$ cat config.mk
export PLATFORM = sky130hd
export DESIGN_NAME = link_low_power_wake_controller_flat
export DESIGN_NICKNAME = d
export VERILOG_FILES = /design/src/rtl/lpwc_pkg.sv /design/src/rtl/lpwc_if.sv /design/src/rtl/link_low_power_wake_controller.sv /design/src/rtl/lpwc_cfg.sv /design/src/rtl/lpwc_core.sv /design/src/flat_wrapper.sv
export SDC_FILE = /design/constraint.sdc
export NUM_CORES = 1
export LEC_CHECK = 0
export ABC_CLOCK_PERIOD_IN_PS = 5000
export BUFFER_PORTS_ARGS = -buffer_cell sky130_fd_sc_hd__buf_4
export CORE_MARGIN = 2
export CORE_UTILIZATION = 55
export DETAILED_ROUTE_END_ITERATION = 6
export GPL_TIMING_DRIVEN = 0
export HOLD_SLACK_MARGIN = 0.08
export PLACE_DENSITY = 0.94
export SETUP_SLACK_MARGIN = 0.2
export SLEW_MARGIN = 25
export SYNTH_ARGS = -nofsm -noshare
export SYNTH_HDL_FRONTEND = slang
export SYNTH_SLANG_ARGS = --single-unit
$ cat constraint.sdc
create_clock -name clk -period 5 [get_ports clk]
set_input_delay 0.75 -clock clk [delete_from_list [all_inputs] [get_ports clk]]
set_output_delay 0.75 -clock clk [all_outputs]
set_load 0.05 [all_outputs]
$ cat src/rtl/lpwc_pkg.sv
// lpwc_pkg: shared codes and constants for the link low-power wake controller
// no dependencies; used by the interfaces and every rtl module of the block
package lpwc_pkg;

    // event opcodes
    localparam logic [2:0] OP_DISABLE     = 3'd0;
    localparam logic [2:0] OP_ENABLE      = 3'd1;
    localparam logic [2:0] OP_WAKE_ASSERT = 3'd2;
    localparam logic [2:0] OP_ALLOW_SLEEP = 3'd3;
    localparam logic [2:0] OP_TX_DONE     = 3'd4;
    localparam logic [2:0] OP_MODE_DONE   = 3'd5;
    localparam logic [2:0] OP_TICK        = 3'd6;

    // low-power mode states
    localparam logic [1:0] MODE_DISABLED  = 2'd0;
    localparam logic [1:0] MODE_ENABLED   = 2'd1;
    localparam logic [1:0] MODE_ENABLING  = 2'd2;
    localparam logic [1:0] MODE_DISABLING = 2'd3;

    // wake line states
    localparam logic [1:0] WAKE_DEASSERTED = 2'd0;
    localparam logic [1:0] WAKE_WAIT_TX    = 2'd1;
    localparam logic [1:0] WAKE_WAIT_IDLE  = 2'd2;
    localparam logic [1:0] WAKE_ASSERTED   = 2'd3;

    // mode requests
    localparam logic [1:0] REQ_NONE    = 2'd0;
    localparam logic [1:0] REQ_ENABLE  = 2'd1;
    localparam logic [1:0] REQ_DISABLE = 2'd2;

    // wake commands
    localparam logic [1:0] CMD_NONE     = 2'd0;
    localparam logic [1:0] CMD_ASSERT   = 2'd1;
    localparam logic [1:0] CMD_DEASSERT = 2'd2;

    // status codes
    localparam logic [1:0] STAT_OK      = 2'd0;
    localparam logic [1:0] STAT_BUSY    = 2'd1;
    localparam logic [1:0] STAT_ALREADY = 2'd2;
    localparam logic [1:0] STAT_UNKNOWN = 2'd3;

    // field widths
    localparam int OPCODE_BITS  = 3;
    localparam int TIMEOUT_BITS = 16;
    localparam int COUNT_BITS_DEFAULT = 16;

    // register port
    localparam int APB_ADDR_BITS = 3;
    localparam int APB_DATA_BITS = 32;
    localparam logic REG_IDX_IDLE_TIMEOUT = 1'b0;

endpackage

$ cat src/rtl/lpwc_if.sv
// lpwc event and result channels: valid/ready handshake plus payload
// depends on lpwc_pkg for field widths
interface lpwc_evt_if
    import lpwc_pkg::*;
();
    logic                   valid;
    logic                   ready;
    logic [OPCODE_BITS-1:0] opcode;
    logic                   success;

    modport source (output valid, output opcode, output success, input ready);
    modport sink   (input valid, input opcode, input success, output ready);
endinterface

interface lpwc_res_if
    import lpwc_pkg::*;
();
    logic       valid;
    logic       ready;
    logic [1:0] mode_request;
    logic [1:0] wake_command;
    logic [1:0] status;
    logic [1:0] mode_now;
    logic [1:0] wake_now;
    logic       timer_running;

    modport source (output valid, output mode_request, output wake_command, output status,
                    output mode_now, output wake_now, output timer_running, input ready);
    modport sink   (input valid, input mode_request, input wake_command, input status,
                    input mode_now, input wake_now, input timer_running, output ready);
endinterface

$ cat src/rtl/link_low_power_wake_controller.sv
// link_low_power_wake_controller: low-power mode and wake line control for a radio link
// result: a result beat is valid in the cycle after its event beat is accepted
// throughput: one event per cycle, set by the single result register, while results are
//   taken; evt ready stays high while a held result is being taken in the same cycle
// reset: mode disabled, wake deasserted, tx finished set, countdown stopped, idle_timeout 0
// depends on lpwc_pkg, lpwc_if, lpwc_cfg and lpwc_core
module link_low_power_wake_controller
    import lpwc_pkg::*;
#(
    parameter int COUNT_BITS = COUNT_BITS_DEFAULT
)
(
    input  logic                     clk,
    input  logic                     rst_n,
    input  logic                     psel,
    input  logic                     penable,
    input  logic                     pwrite,
    input  logic [APB_ADDR_BITS-1:0] paddr,
    input  logic [APB_DATA_BITS-1:0] pwdata,
    output logic [APB_DATA_BITS-1:0] prdata,
    output logic                     pready,
    lpwc_evt_if.sink                 evt,
    lpwc_res_if.source               res
);

    logic [TIMEOUT_BITS-1:0] idle_timeout;

    lpwc_cfg u_cfg
    (
        .clk          (clk),
        .rst_n        (rst_n),
        .psel         (psel),
        .penable      (penable),
        .pwrite       (pwrite),
        .paddr        (paddr),
        .pwdata       (pwdata),
        .prdata       (prdata),
        .pready       (pready),
        .idle_timeout (idle_timeout)
    );

    lpwc_core #(
        .COUNT_BITS (COUNT_BITS)
    ) u_core
    (
        .clk          (clk),
        .rst_n        (rst_n),
        .idle_timeout (idle_timeout),
        .evt          (evt),
        .res          (res)
    );

endmodule

$ cat src/rtl/lpwc_cfg.sv
// lpwc_cfg: apb register file holding the idle timeout
// depends on lpwc_pkg
module lpwc_cfg
    import lpwc_pkg::*;
(
    input  logic                     clk,
    input  logic                     rst_n,
    input  logic                     psel,
    input  logic                     penable,
    input  logic                     pwrite,
    input  logic [APB_ADDR_BITS-1:0] paddr,
    input  logic [APB_DATA_BITS-1:0] pwdata,
    output logic [APB_DATA_BITS-1:0] prdata,
    output logic                     pready,
    output logic [TIMEOUT_BITS-1:0]  idle_timeout
);

    logic [TIMEOUT_BITS-1:0] idle_timeout_reg;
    logic                    sel_timeout;

    assign sel_timeout = (paddr[APB_ADDR_BITS-1] == REG_IDX_IDLE_TIMEOUT);
    assign pready      = 1'b1;

    always_ff @(posedge clk or negedge rst_n)
    begin
        if (!rst_n)
        begin
            idle_timeout_reg <= '0;
        end
        else if (psel && penable && pwrite && sel_timeout)
        begin
            idle_timeout_reg <= pwdata[TIMEOUT_BITS-1:0];
        end
    end

    always_comb
    begin
        prdata = '0;
        if (sel_timeout)
        begin
            prdata = APB_DATA_BITS'(idle_timeout_reg);
        end
    end

    assign idle_timeout = idle_timeout_reg;

endmodule

$ cat src/rtl/lpwc_core.sv
// lpwc_core: mode and wake state machines, idle countdown and result register
// depends on lpwc_pkg and the lpwc channel interfaces
module lpwc_core
    import lpwc_pkg::*;
#(
    parameter int COUNT_BITS = COUNT_BITS_DEFAULT
)
(
    input  logic                    clk,
    input  logic                    rst_n,
    input  logic [TIMEOUT_BITS-1:0] idle_timeout,
    lpwc_evt_if.sink                evt,
    lpwc_res_if.source              res
);

    localparam int WIDE_BITS = (COUNT_BITS > TIMEOUT_BITS) ? COUNT_BITS : TIMEOUT_BITS;

    logic [1:0]            mode_reg, mode_next;
    logic [1:0]            wake_reg, wake_next;
    logic                  tx_fin_reg, tx_fin_next;
    logic                  cd_active_reg, cd_active_next;
    logic [COUNT_BITS-1:0] cd_value_reg, cd_value_next;

    logic                  res_valid_reg;
    logic [1:0]            req_reg, req_next;
    logic [1:0]            cmd_reg, cmd_next;
    logic [1:0]            status_reg, status_next;

    logic                  accept;
    logic                  start_cd;
    logic [COUNT_BITS-1:0] cd_dec;
    logic [WIDE_BITS-1:0]  timeout_wide;
    logic [WIDE_BITS-1:0]  cnt_max_wide;
    logic [COUNT_BITS-1:0] load_value;

    assign evt.ready = !res_valid_reg || res.ready;
    assign accept    = evt.valid && evt.ready;

    // saturating load of the timeout into the counter
    assign timeout_wide = WIDE_BITS'(idle_timeout);
    assign cnt_max_wide = WIDE_BITS'({COUNT_BITS{1'b1}});
    assign load_value   = (timeout_wide > cnt_max_wide) ? {COUNT_BITS{1'b1}}
                                                        : timeout_wide[COUNT_BITS-1:0];
    assign cd_dec       = cd_value_reg - COUNT_BITS'(1);

    always_comb
    begin
        mode_next      = mode_reg;
        wake_next      = wake_reg;
        tx_fin_next    = tx_fin_reg;
        cd_active_next = cd_active_reg;
        cd_value_next  = cd_value_reg;
        req_next       = REQ_NONE;
        cmd_next       = CMD_NONE;
        status_next    = STAT_OK;
        start_cd       = 1'b0;

        case (evt.opcode)
            OP_DISABLE, OP_ENABLE:
            begin
                if (mode_reg == MODE_ENABLING || mode_reg == MODE_DISABLING)
                begin
                    status_next = STAT_BUSY;
                end
                else if ((mode_reg == MODE_ENABLED && evt.opcode == OP_ENABLE) ||
                         (mode_reg == MODE_DISABLED && evt.opcode == OP_DISABLE))
                begin
                    status_next = STAT_ALREADY;
                end
                else if (evt.opcode == OP_ENABLE)
                begin
                    mode_next = MODE_ENABLING;
                    req_next  = REQ_ENABLE;
                end
                else
                begin
                    mode_next = MODE_DISABLING;
                    req_next  = REQ_DISABLE;
                end
            end
            OP_WAKE_ASSERT:
            begin
                if (mode_reg != MODE_DISABLED)
                begin
                    cd_active_next = 1'b0;
                    cmd_next       = CMD_ASSERT;
                    wake_next      = WAKE_ASSERTED;
                end
                tx_fin_next = 1'b0;
            end
            OP_ALLOW_SLEEP:
            begin
                if (mode_reg == MODE_ENABLED && wake_reg == WAKE_ASSERTED)
                begin
                    if (tx_fin_reg)
                    begin
                        wake_next = WAKE_WAIT_IDLE;
                        start_cd  = 1'b1;
                    end
                    else
                    begin
                        wake_next = WAKE_WAIT_TX;
                    end
                end
            end
            OP_TX_DONE:
            begin
                tx_fin_next = 1'b1;
                if (wake_reg == WAKE_WAIT_TX || wake_reg == WAKE_ASSERTED)
                begin
                    wake_next = WAKE_WAIT_IDLE;
                    start_cd  = 1'b1;
                end
            end
            OP_MODE_DONE:
            begin
                if (mode_reg == MODE_ENABLING)
                begin
                    mode_next = evt.success ? MODE_ENABLED : MODE_DISABLED;
                end
                else if (mode_reg == MODE_DISABLING)
                begin
                    mode_next = evt.success ? MODE_DISABLED : MODE_ENABLED;
                end
                else
                begin
                    status_next = STAT_BUSY;
                end
                if (mode_next == MODE_DISABLED)
                begin
                    mode_next      = MODE_DISABLED;
                    wake_next      = WAKE_DEASSERTED;
                    tx_fin_next    = 1'b1;
                    cd_active_next = 1'b0;
                    cd_value_next  = '0;
                end
            end
            OP_TICK:
            begin
                if (cd_active_reg)
                begin
                    cd_value_next = cd_dec;
                    if (cd_dec == '0)
                    begin
                        cd_active_next = 1'b0;
                        if (mode_reg == MODE_ENABLED && wake_reg == WAKE_WAIT_IDLE &&
                            tx_fin_reg)
                        begin
                            cmd_next  = CMD_DEASSERT;
                            wake_next = WAKE_DEASSERTED;
                        end
                    end
                end
            end
            default:
            begin
                status_next = STAT_UNKNOWN;
            end
        endcase

        // countdown start, with immediate deassert on a zero timeout
        if (start_cd && mode_reg == MODE_ENABLED)
        begin
            if (idle_timeout == '0)
            begin
                if (tx_fin_next)
                begin
                    cmd_next  = CMD_DEASSERT;
                    wake_next = WAKE_DEASSERTED;
                end
            end
            else
            begin
                cd_value_next  = load_value;
                cd_active_next = 1'b1;
            end
        end
    end

    always_ff @(posedge clk or negedge rst_n)
    begin
        if (!rst_n)
        begin
            mode_reg      <= MODE_DISABLED;
            wake_reg      <= WAKE_DEASSERTED;
            tx_fin_reg    <= 1'b1;
            cd_active_reg <= 1'b0;
            cd_value_reg  <= '0;
            res_valid_reg <= 1'b0;
        end
        else
        begin
            if (accept)
            begin
                mode_reg      <= mode_next;
                wake_reg      <= wake_next;
                tx_fin_reg    <= tx_fin_next;
                cd_active_reg <= cd_active_next;
                cd_value_reg  <= cd_value_next;
                res_valid_reg <= 1'b1;
            end
            else if (res.ready)
            begin
                res_valid_reg <= 1'b0;
            end
        end
    end

    // result payload
    always_ff @(posedge clk)
    begin
        if (accept)
        begin
            req_reg    <= req_next;
            cmd_reg    <= cmd_next;
            status_reg <= status_next;
        end
    end

    assign res.valid         = res_valid_reg;
    assign res.mode_request  = req_reg;
    assign res.wake_command  = cmd_reg;
    assign res.status        = status_reg;
    assign res.mode_now      = mode_reg;
    assign res.wake_now      = wake_reg;
    assign res.timer_running = cd_active_reg;

endmodule
$ cat src/flat_wrapper.sv
// flat-port wrapper written by rule: the top's interface ports become plain ports
module link_low_power_wake_controller_flat import lpwc_pkg::*;
#(
    parameter int COUNT_BITS = COUNT_BITS_DEFAULT
)
  (clk, rst_n, psel, penable, pwrite, paddr, pwdata, prdata, pready, evt_valid, evt_opcode, evt_success, evt_ready, res_valid, res_mode_request, res_wake_command, res_status, res_mode_now, res_wake_now, res_timer_running, res_ready);
  lpwc_evt_if evt_i ();
  lpwc_res_if res_i ();
  input  logic clk;
  input  logic rst_n;
  input  logic psel;
  input  logic penable;
  input  logic pwrite;
  input  logic [APB_ADDR_BITS-1:0] paddr;
  input  logic [APB_DATA_BITS-1:0] pwdata;
  output logic [APB_DATA_BITS-1:0] prdata;
  output logic pready;
  input wire logic [$bits(evt_i.valid)-1:0] evt_valid;
  input wire logic [$bits(evt_i.opcode)-1:0] evt_opcode;
  input wire logic [$bits(evt_i.success)-1:0] evt_success;
  output wire logic [$bits(evt_i.ready)-1:0] evt_ready;
  output wire logic [$bits(res_i.valid)-1:0] res_valid;
  output wire logic [$bits(res_i.mode_request)-1:0] res_mode_request;
  output wire logic [$bits(res_i.wake_command)-1:0] res_wake_command;
  output wire logic [$bits(res_i.status)-1:0] res_status;
  output wire logic [$bits(res_i.mode_now)-1:0] res_mode_now;
  output wire logic [$bits(res_i.wake_now)-1:0] res_wake_now;
  output wire logic [$bits(res_i.timer_running)-1:0] res_timer_running;
  input wire logic [$bits(res_i.ready)-1:0] res_ready;
  assign evt_i.valid = evt_valid;
  assign evt_i.opcode = evt_opcode;
  assign evt_i.success = evt_success;
  assign evt_ready = evt_i.ready;
  assign res_valid = res_i.valid;
  assign res_mode_request = res_i.mode_request;
  assign res_wake_command = res_i.wake_command;
  assign res_status = res_i.status;
  assign res_mode_now = res_i.mode_now;
  assign res_wake_now = res_i.wake_now;
  assign res_timer_running = res_i.timer_running;
  assign res_i.ready = res_ready;
  link_low_power_wake_controller #(.COUNT_BITS(COUNT_BITS)) u_core (.clk(clk), .rst_n(rst_n), .psel(psel), .penable(penable), .pwrite(pwrite), .paddr(paddr), .pwdata(pwdata), .prdata(prdata), .pready(pready), .evt(evt_i), .res(res_i));
endmodule
==> impl_metrics.ini <==
[routing]
remaining_drc_errors = 0
detailroute.via_count = 2768
post_drt_wl_per_cell_um = 16.1
post_drt_via_cell_ratio = 6.04
detailedRoute.firstIterationViolations = 243
post_route_antenna_net_violation_count = 0
wl_um = 7380
first_pass_iters = 7

[worst_hold_path]
hold_path.class = in -> async

[setup_path]
setup.worst_path.class = in -> reg
crit_path_cell_trace = buf_4 -> nand2b_1 -> nand2_1 -> clkinv_1 -> and4_1 -> clkbuf_1 -> a221o_1
cp_data_arrival_time_ns = 2.61
crit_path_end_kind = flop
reg2reg_from = u_core.u_core.cd_value_reg[0]
crit_path_max_incr_delay_ns = 0.44
reg2regPathDepth = 7
r2r-end = u_core.u_core.res.timer_running
regToRegSetupSlack_ns = 2.63
timing.critical_path.fanout_max = 15
crit_path_start_kind = input pin
critical_path.slowest_cell = clkinv_1
required_worst_endpoint_ns = 5.19

[clock_network]
tritoncts = built
hold_buffers_post_cts = 0
clock-root-buffer = clkbuf_8
clock-sinks = 45
clock_tree.buffer_depth = 2
cts_repair_resize_count = 0
cts_inserted_buffers = 5
clk_transition_reported_paths_ns = 0.08
post_cts_buffers = 0
clkLatencyLatePin_ns = 0.30
h-tree-depth = 2

[global_routing]
grt_max_degree = 40
antenna_found_initial = 0
first_global_vias = 2498
overflow = 0
first_pass_grt_wire_length_um = 11900
globalRouteTotalUtil_pct = 24.8

[sta]
slew_headroom_pct = 55.7
hold_slack_ns = 0.402
grt_setup_unrepaired = no
timing_max_transition_violations_final = 0
worst_clock_skew_ns = 0.0106
worst_slew_pin_slew_ns = 0.655
hold_violations_final = 0
clock.fmax_mhz = 412
final_critical_path_setup_slack_ns = 2.57
final-setup-viol-count = 0
finalCritPeriodShare_pct = 48.5
final_period_minus_worst_setup_slack_ns = 2.43
totalNegativeSetupSlack_ns = 0

[power]
p_int_uw = 642
power_switching_uw = 398
p_clk_share_pct = 20.8
power_density_nw_per_um2 = 290
max-vdd-ir-drop_mv = 0.211
swShare_pct = 38.3
sequential_share_of_power_pct = 44.4
combinationalPowerShare_pct = 34.8
leakagePower_nw = 1.64

[placement]
globalplace.congestion = 1.00
hpwl_detailed_um = 5450
placement.cell_area_um2 = 3510
place_worst_setup_slack_ns = 2.29
numPortBuffers = 55

[synth]
warnings_from_yosys = 0
ys_ff_latch = 45
post_synth.cell_area_avg_um2 = 9.52
post_synth_inst_count = 310
number_of_enable_type_register_cells_in_the_synthesized_netlist = 6
synth.lib_cells_used.distinct = 63
synth_seq_area_share_pct = 39.2
dominantRegCellSynth = dfrtp_1
synth_area_um2 = 2950
synth_async_sr_flop_share_pct = 86.7

[floorplanning]
die_x_um = 77.3
core_um2 = 5140
chipHeight_um = 77.3
io_pins = 92
placementRows = 26
initial_utilization_pct = 57.4
die_area_um2 = 5970

[finish]
final_layout_size_suffix_gt1_share_pct = 28.6
fillerInstances = 402
layout-area-overhead-vs-synth_pct = 21.7
fin_nets = 435
area.sequential_um2 = 1160
multi_input_comb_area_um2 = 1610
num_antenna_cells = 0
postLayoutCellArea_um2 = 3590
postLayoutCoreUtil_pct = 69.9

[flow_run]
max_cap_violations = 0

[status]
result_of_the_run = completed
-- how the worst max path moves through the flow --
stage	start	endpoint	slack [ns]	cells after the start
floorplan	res_ready	u_core.u_core.cd_value_reg[6]	2.43	6
global placement	res_ready	u_core.u_core.cd_value_reg[3]	2.30	7
detailed placement	res_ready	u_core.u_core.cd_value_reg[0]	2.29	7
CTS	res_ready	u_core.u_core.cd_value_reg[0]	2.59	7
global route	u_core.u_core.cd_value_reg[0]	u_core.u_core.res.timer_running	2.43	7
finish	res_ready	u_core.u_core.cd_value_reg[0]	2.57	7
-- critical path: cells and delay by family --
kind,cells,cell delay (ns)
compound gates,1,0.36
simple gates,3,0.70
buf+inv,3,0.80
-- cell type report --
cell class                      instances  share of cell area (%)
Multi-Input combinational cell        236                    44.7
Inverter                                7                   0.732
Tap cell                               70                    2.44
Clock inverter                          2                   0.279
Timing Repair Buffer                   55                    11.5
Sequential cell                        45                    32.2
Buffer                                 37                    6.06
Clock buffer                            6                    2.02
-- power groups by stage --
stage	clock network, mW	registers [mW]	logic, mW
after floorplan	0	0.476	0.240
after global placement	0	0.462	0.351
after detailed placement	0	0.466	0.358
after CTS	0.217	0.460	0.360
after global routing	0.233	0.466	0.384
final	0.216	0.462	0.361
-- stage by stage --
step | total power, mW | std cells
6_report | 1.04 | 458
2_1_floorplan | 0.716 | 325
3_3_place_gp | 0.813 | 450
3_5_place_dp | 0.824 | 450
4_1_cts | 1.04 | 458
5_1_grt | 1.08 | 458
-- per-layer routing --
layer	GRT usage, %	up-vias	wire, um
met1	34.6	1303	3110
met5	0	-	0
li1	-	1279	-
met4	8.57	0	168
met3	4.00	20	616
met2	39.5	166	3490
-- kinds of logic after synthesis --
logic type | count (synthesis) | share of synthesized area (%)
flops | 45 | 39.2
other cells | 2 | 0.254
compound gates | 72 | 18.4
simple gates | 119 | 24.0
fa+ha+maj | 2 | 0.848
mux | 16 | 6.10
buf+inv | 44 | 8.27
xor+xnor | 10 | 2.97
-- placed cells by master, fill, tap and decap left out, drive strengths merged, types with 3 or more instances in the layout --
cell | Yosys | routed
a22oi | 3 | 3
nand2 | 13 | 13
dfrtp | 38 | 38
a221o | 9 | 9
clkbuf | 13 | 19
a32oi | 3 | 3
nor2 | 23 | 23
o22ai | 4 | 4
conb | 2 | 17
mux2 | 16 | 16
or4b | 3 | 3
edfxtp | 6 | 6
o21ai | 12 | 12
nor3 | 6 | 6
nor4 | 12 | 12
a21oi | 11 | 11
nand3 | 11 | 11
o2bb2ai | 4 | 4
buf | 24 | 79
nand2b | 10 | 10
or3 | 3 | 3
nand4 | 5 | 5
nand3b | 3 | 3
o31ai | 5 | 5
clkinv | 1 | 3
nand4b | 4 | 4
nor2b | 20 | 20
inv | 6 | 6
xnor2 | 4 | 4
xor2 | 6 | 6
-- synthesized netlist by cell type (10+ instances only) --
| master | number | share of area, % |
|---|---|---|
| nand2_1 | 13 | 1.7 |
| nor2b_1 | 20 | 4.2 |
| mux2_2 | 16 | 6.1 |
| nand2b_1 | 10 | 2.1 |
| a21oi_1 | 11 | 1.9 |
| dfrtp_1 | 38 | 32 |
| clkbuf_1 | 13 | 1.7 |
| nor2_1 | 23 | 2.9 |
| nor4_1 | 10 | 2.1 |
| o21ai_0 | 12 | 2.0 |
| nand3_1 | 11 | 1.9 |
| buf_4 | 18 | 4.6 |
Power figures use the tool's default switching activity.
